### src/rtl/sct_pkg.sv
package sct_pkg;

	localparam int OUT_W = 8;

	// coordinate differences formed in the first stage
	localparam int NDIFF   = 16;
	localparam int D_BA_X  = 0;
	localparam int D_BA_Y  = 1;
	localparam int D_CA_X  = 2;
	localparam int D_CA_Y  = 3;
	localparam int D_DA_X  = 4;
	localparam int D_DA_Y  = 5;
	localparam int D_DC_X  = 6;
	localparam int D_DC_Y  = 7;
	localparam int D_AC_X  = 8;
	localparam int D_AC_Y  = 9;
	localparam int D_BC_X  = 10;
	localparam int D_BC_Y  = 11;
	localparam int D_US_X  = 12;
	localparam int D_US_Y  = 13;
	localparam int D_VS_X  = 14;
	localparam int D_VS_Y  = 15;

	// products: orientation terms in pairs, then the two dot terms
	localparam int NPROD = 10;
	localparam int MUL_A [NPROD] = '{D_BA_X, D_BA_Y, D_BA_X, D_BA_Y, D_DC_X,
		D_DC_Y, D_DC_X, D_DC_Y, D_US_X, D_US_Y};
	localparam int MUL_B [NPROD] = '{D_CA_Y, D_CA_X, D_DA_Y, D_DA_X, D_AC_Y,
		D_AC_X, D_BC_Y, D_BC_X, D_VS_X, D_VS_Y};

	// signed sums
	localparam int NRES  = 5;
	localparam int R_X   = 0; // orient(A,B,C)
	localparam int R_Y   = 1; // orient(A,B,D)
	localparam int R_Z   = 2; // orient(C,D,A)
	localparam int R_W   = 3; // orient(C,D,B)
	localparam int R_DOT = 4;

	// bounding box hits
	localparam int BOX_C_AB = 0;
	localparam int BOX_D_AB = 1;
	localparam int BOX_A_CD = 2;
	localparam int BOX_B_CD = 3;

	typedef struct packed {
		logic       both_shared;
		logic       one_shared;
		logic       v_is_c;
		logic [3:0] box;
	} ctl_t;

	typedef struct packed {
		logic [NRES-1:0] neg;
		logic [NRES-1:0] zero;
	} sgn_t;

endpackage

### src/rtl/sct_diff.sv
module sct_diff #(
	parameter int COORD_BITS = 32,
	parameter int IDX_W      = 10
) (
	input  logic                                   clk,
	input  logic                                   arst_n,
	input  logic                                   en,
	input  logic                                   in_valid,
	input  logic [IDX_W-1:0]                       index_a,
	input  logic [IDX_W-1:0]                       index_b,
	input  logic [IDX_W-1:0]                       index_c,
	input  logic [IDX_W-1:0]                       index_d,
	input  logic signed [COORD_BITS-1:0]           a_x,
	input  logic signed [COORD_BITS-1:0]           a_y,
	input  logic signed [COORD_BITS-1:0]           b_x,
	input  logic signed [COORD_BITS-1:0]           b_y,
	input  logic signed [COORD_BITS-1:0]           c_x,
	input  logic signed [COORD_BITS-1:0]           c_y,
	input  logic signed [COORD_BITS-1:0]           d_x,
	input  logic signed [COORD_BITS-1:0]           d_y,
	output logic                                   valid_s1,
	output logic [sct_pkg::NDIFF-1:0][COORD_BITS:0] diff_s1,
	output sct_pkg::ctl_t                          ctl_s1
);
	import sct_pkg::*;

	localparam int DW = COORD_BITS + 1;

	function automatic logic signed [DW-1:0] sub(input logic signed [COORD_BITS-1:0] p,
		input logic signed [COORD_BITS-1:0] q);
		sub = DW'(p) - DW'(q);
	endfunction

	function automatic logic in_rng(input logic signed [COORD_BITS-1:0] p,
		input logic signed [COORD_BITS-1:0] q, input logic signed [COORD_BITS-1:0] r);
		in_rng = ((p <= r) && (r <= q)) || ((q <= r) && (r <= p));
	endfunction

	logic                            sh_a, sh_b, sel_b, v_c;
	logic [IDX_W-1:0]                id_sh;
	logic signed [COORD_BITS-1:0]    s_x, s_y, u_x, u_y, v_x, v_y;
	logic [NDIFF-1:0][DW-1:0]        d;
	ctl_t                            ctl;

	always_comb begin
		sh_a  = (index_a == index_c) || (index_a == index_d);
		sh_b  = (index_b == index_c) || (index_b == index_d);
		sel_b = !sh_a;
		id_sh = sel_b ? index_b : index_a;
		v_c   = (index_c != id_sh);
		s_x   = sel_b ? b_x : a_x;
		s_y   = sel_b ? b_y : a_y;
		u_x   = sel_b ? a_x : b_x;
		u_y   = sel_b ? a_y : b_y;
		v_x   = v_c ? c_x : d_x;
		v_y   = v_c ? c_y : d_y;

		d[D_BA_X] = sub(b_x, a_x);
		d[D_BA_Y] = sub(b_y, a_y);
		d[D_CA_X] = sub(c_x, a_x);
		d[D_CA_Y] = sub(c_y, a_y);
		d[D_DA_X] = sub(d_x, a_x);
		d[D_DA_Y] = sub(d_y, a_y);
		d[D_DC_X] = sub(d_x, c_x);
		d[D_DC_Y] = sub(d_y, c_y);
		d[D_AC_X] = sub(a_x, c_x);
		d[D_AC_Y] = sub(a_y, c_y);
		d[D_BC_X] = sub(b_x, c_x);
		d[D_BC_Y] = sub(b_y, c_y);
		d[D_US_X] = sub(u_x, s_x);
		d[D_US_Y] = sub(u_y, s_y);
		d[D_VS_X] = sub(v_x, s_x);
		d[D_VS_Y] = sub(v_y, s_y);

		ctl.both_shared   = sh_a && sh_b;
		ctl.one_shared    = sh_a ^ sh_b;
		ctl.v_is_c        = v_c;
		ctl.box[BOX_C_AB] = in_rng(a_x, b_x, c_x) && in_rng(a_y, b_y, c_y);
		ctl.box[BOX_D_AB] = in_rng(a_x, b_x, d_x) && in_rng(a_y, b_y, d_y);
		ctl.box[BOX_A_CD] = in_rng(c_x, d_x, a_x) && in_rng(c_y, d_y, a_y);
		ctl.box[BOX_B_CD] = in_rng(c_x, d_x, b_x) && in_rng(c_y, d_y, b_y);
	end

	always_ff @(posedge clk or negedge arst_n) begin
		if (!arst_n) begin
			valid_s1 <= 1'b0;
		end else if (en) begin
			valid_s1 <= in_valid;
		end
	end

	always_ff @(posedge clk) begin
		if (en) begin
			diff_s1 <= d;
			ctl_s1  <= ctl;
		end
	end

endmodule

### config.mk
export PLATFORM = sky130hd
export DESIGN_NAME = sct_diff
export DESIGN_NICKNAME = d
export VERILOG_FILES = /design/src/rtl/sct_pkg.sv /design/src/rtl/sct_diff.sv
export SDC_FILE = /design/constraint.sdc
export NUM_CORES = 2
export LEC_CHECK = 0
export ABC_AREA = 1
export BUFFER_PORTS_ARGS = -buffer_cell sky130_fd_sc_hd__buf_2
export CAP_MARGIN = 10
export CORE_ASPECT_RATIO = 0.8
export CORE_MARGIN = 10
export CORE_UTILIZATION = 40
export CTS_CLUSTER_SIZE = 14
export DETAILED_ROUTE_END_ITERATION = 10
export PLACE_DENSITY = 0.66
export SLEW_MARGIN = 20
export SYNTH_ARGS = -nofsm -noshare
export SYNTH_HDL_FRONTEND = slang
export SYNTH_SLANG_ARGS = --single-unit
### constraint.sdc
create_clock -name clk -period 1.4 [get_ports clk]
set_input_delay 0.07 -clock clk [delete_from_list [all_inputs] [get_ports clk]]
set_output_delay 0.07 -clock clk [all_outputs]
set_load 0.03 [all_outputs]
# Word level (Yosys, flattened, before mapping)

Index checks and enable logic that the tools add are counted.

Word-level logic and storage cells: 97
Register bits: 536
Input port bits: 300

Bitwise operators: 1
Equality and inequality tests: 5
Muxes and demuxes: 7
Magnitude comparators: 16
Reduce and logical (&&, ||, !) cells: 31
Add/sub/neg operators: 16

Operators with widths:

| cell                | count |
|---|---|
| $sub A32 B32 Y33    | 16 |
| $le A32 B32 Y1      | 16 |
| $mux W32            | 6 |
| $eq A10 B10 Y1      | 4 |
| $logic_and A1 B1 Y1 | 21 |
| $logic_or A1 B1 Y1  | 10 |
| $mux W10            | 1 |
| $ne A10 B10 Y1      | 1 |
| $xor A1 B1 Y1       | 1 |

# Longest topological paths before layout

Depth in word-level cells: 6
Mapped depth: 30
Gate-level depth less buffers: 27

# Worst setup path after synthesis

OpenSTA, ideal clock, no wires.

Path kind: input port to flip-flop
Start point: input port index_a[4]
End point: register diff_s1[486] in the netlist's numbering, data pin
Path buffers: 4
Data required time: 1.135 ns
Slack: -2.662 ns
Cell stages on the path: 27
Setup time: 0.265 ns
Arrival: 3.797 ns
Cells stage by stage: inv_1 nand2_1 nand2_1 nand2_1 nor2_1 nand3_2 nand2_4 buf_8 buf_6 nand3_1 a21oi_1 nand3_1 buf_4 buf_6 nand2_1 o21ai_1 ha_1 fa_1 nand3b_1 nand2_1 a31oi_1 o21ai_0 a21boi_0 o21ai_0 a21boi_0 o21ai_0 xor2_1

RTL lines:

| what                   | RTL line       | text |
|---|---|---|
| start: declaration     | sct_diff.sv:9  | `input logic [IDX_W-1:0] index_a,` |
| end signal: assignment | sct_diff.sv:94 | `diff_s1 <= d;` |
| end: declaration       | sct_diff.sv:22 | `output logic [sct_pkg::NDIFF-1:0][COORD_BITS:0] diff_s1,` |

==> flow_summary.toml <==
[routing]
viasPerCell = 5.48
routedWlPerCell_um = 26.0
num_vias = 64400
drc = 0
drt_wl_total_um = 305000
ant_nets = 0
firstDrtPassIters = 8
drtIter0Drc = 9720

[timing]
max-slew-margin-rel_pct = 44.9
hold-worst-slack_ps = 34.0
fin_ws_ps = -2080
rsz0062_at_grt = "yes"
finalHoldViolations = 0
min_period_ps = 3480
max_freq_mhz = 287
period_share_pct = 248
setup_violations = 460
fin_worst_skew_ps = 0
drv_slew = 0
tightest_slew_ps = 824

[pwr]
comb_power_share_pct = 52.8
p_total_w = 0.0798
internal-power_w = 0.0464
powerDensity_nw_per_um2 = 956
switchingPower_w = 0.0335
vdd_drop_max_v = 0.00133
p_clk_share_pct = 19.3
pwr-share-seq_pct = 27.9
p_sw_share_pct = 41.9
p_leak_nw = 42.0

[placed_design]
gp_congestion = 1.13
port_buffers = 835
dpl_cell_area_um2 = 78900
hpwl_um = 259000

[synthesis]
synthXorXnorAreaFrac_pct = 8.62
synthesis.instances = 6491
syn_avg_cell_area_um2 = 7.58
synthMuxAreaShare_pct = 0.0432
ys.flop_type = "edfxtp_1"
synthArstFlopShare_pct = 0.188
syn-num-nets = 7330
synth_edf_count = 531
syn-cell-area_um2 = 49200
synth_seq_area_share_pct = 32.5
synth_compound_area_share_pct = 15.8
synth_warnings = 0
ys_ff_latch = 532
yosys-top-cells-area = "edfxtp_1 32%, ha_1 13%, nand2_1 9.8%, inv_1 7.7%, a21oi_1 7.2%"
yosysTopAreaCell = "edfxtp_1"
synth_top_area_share_pct = 32.4
synth-adder-area-share_pct = 13.9
synth_top_family_by_area = "simple AND/OR/NAND/NOR gates"
synth-simple-area-share_pct = 20.0
synth_cell_type_count = 54

[setup_path]
end_kind = "flop"
required_ps = 1820
cp_max_fo = 7
critPathArrivalTime_ps = 3900
rrSetupSlack_ps = 640
crit_type = "input port to flop"
startpoint_type = "input port"

[final_layout]
drive_above_1_share_pct = 45.4
final_common_cell = "buf_4"
layout_common_cells = "2,688 x buf_4, 1,078 x nand2_1, 938 x inv_1"
final_cell_area_um2 = 83500
synthToLayoutAreaGrowth_pct = 69.7
final_net_count = 10900

[grt]
gr-total-overflow = 0
antenna_found_initial = 59
grt_pass1_wl_um = 415000
track_usage_pct = 41.0
grt_max_degree = 46
grt_pass1_vias = 60100

[clocking]
numCtsBuffers = 54
clk_latency_ps = 660
clkTransAtPathRegs_ps = 70
cts_tree = "done"
cts.path.max_buffers = 3
cts.sinks = 532
clockRootBuffer = "clkbuf_16"
cts_max_level = 2

[floorplanning]
core_um2 = 122000
die_w_um = 412
row_count = 114
start_util_pct = 40.5
die_h_um = 334
io_pins = 836
die-area_um2 = 137000

[flow_run]
cap_violations = 0

[outcome]
outcome = "complete, but fails checks"
violations = "setup timing"

[worst_hold_path]
hp-class = "input port to flop"
[flip-flops by register name, summed over array words and instances (netlist names)]
name      count
diff_s1     524
ctl_s1        7
valid_s1      1
[repair_timing]
item / in CTS / in global routing
gates cloned: 0 / 11
endpoints found under the setup margin: 464 / 474
gates resized for setup: 121 / 392
buffers inserted: 8 / 48
hold endpoints to repair: 57 / 0
hold buffers: 9 / 0
pin swaps: 29 / 68
[cells by family after synthesis]
logic type,after synthesis
AND/OR/NAND/NOR,2388
AO/OA/AOI/OAI,1393
buffers and inverters,1153
adder cells (fa/ha/maj),539
flip-flops,532
XOR/XNOR,484
multiplexers,2
[cell type report]
class                           instances  area, um^2
Sequential cell                       532       16000
Clock inverter                         35         403
Antenna cell                           38        95.1
Fill cell                           10000       38100
Multi-Input combinational cell       4806       33100
Clock buffer                           59        1390
Timing Repair Buffer                 3639       26500
Inverter                             1018        4030
Tap cell                             1624        2030
[per-layer routing]
layer	GRT usage (%)	part of all wire, %
met3	12.3	15
met2	57.1	40
met1	59.4	42
met4	13.7	4.0
met5	0	0.039
[worst max-delay path: stages]
cell	delay (ps)
buf_2	120
inv_2	60
nand2_1	60
nand2_2	130
nand2_2	80
nor2_4	110
nand3_4	120
nand2_8	110
mux2i_2	220
nand2_1	130
nand3_4	120
buf_12	160
clkbuf_16	230
nor2_4	40
a21oi_2	230
ha_2	370
a21oi_2	180
nand2_2	100
a31oi_4	200
o21ai_2	100
buf_12	150
a21boi_4	260
buf_4	160
o21ai_2	70
buf_4	150
xor2_1	130
[power by group through the flow]
stage	logic, W	clock network (W)	registers, W
after floorplan	0.0129	0	0.0276
after global placement	0.0392	0	0.0224
after detailed placement	0.0396	0	0.0224
after CTS	0.0401	0.0154	0.0222
after global routing	0.0438	0.0161	0.0224
final	0.0422	0.0154	0.0222
[through the flow]
stage / utilization (%) / worst slack (ps) / TNS (ps) / std cells
after global placement: 65.0 / -2810 / -608620 / 11500
after global routing: 68.7 / -2140 / -340990 / 11700
after floorplan: - / -2220 / -235610 / 6491
after detailed placement: 65.0 / -2870 / -621470 / 11500
final: 68.7 / -2080 / -317170 / 11800
after CTS: 66.9 / -1790 / -260750 / 11700
[final timing paths]
check | startpoint | to | cells past startpoint
worst min-delay path | b_y[7] | diff_s1[370] | 4
worst min register to register | valid_s1 | valid_s1 | 1
min in group asynchronous | arst_n | valid_s1 | 3
worst max register to register | valid_s1 | valid_s1 | 1
worst max-delay path | index_a[5] | diff_s1[523] | 26
max in group asynchronous | arst_n | valid_s1 | 3
[cell usage after synthesis, drive strengths merged (9+ instances only)]
cell type and count:
nand2 1285, inv 1017, a21oi 712, nor2 624, edfxtp 531, ha 525
o21ai 365, xor2 352, nand3 204, xnor2 132, nand4 107, clkbuf 100
nor3 94, a31oi 62, a21o 61, o21a 42, and2 38, buf 35
a21boi 33, o2111ai 23, nor4 19, o21bai 18, a211oi 17, a2111oi 14
fa 14, nand3b 12, o211ai 12, o221ai 10, o31ai 9
Power figures use the tool's default switching activity.
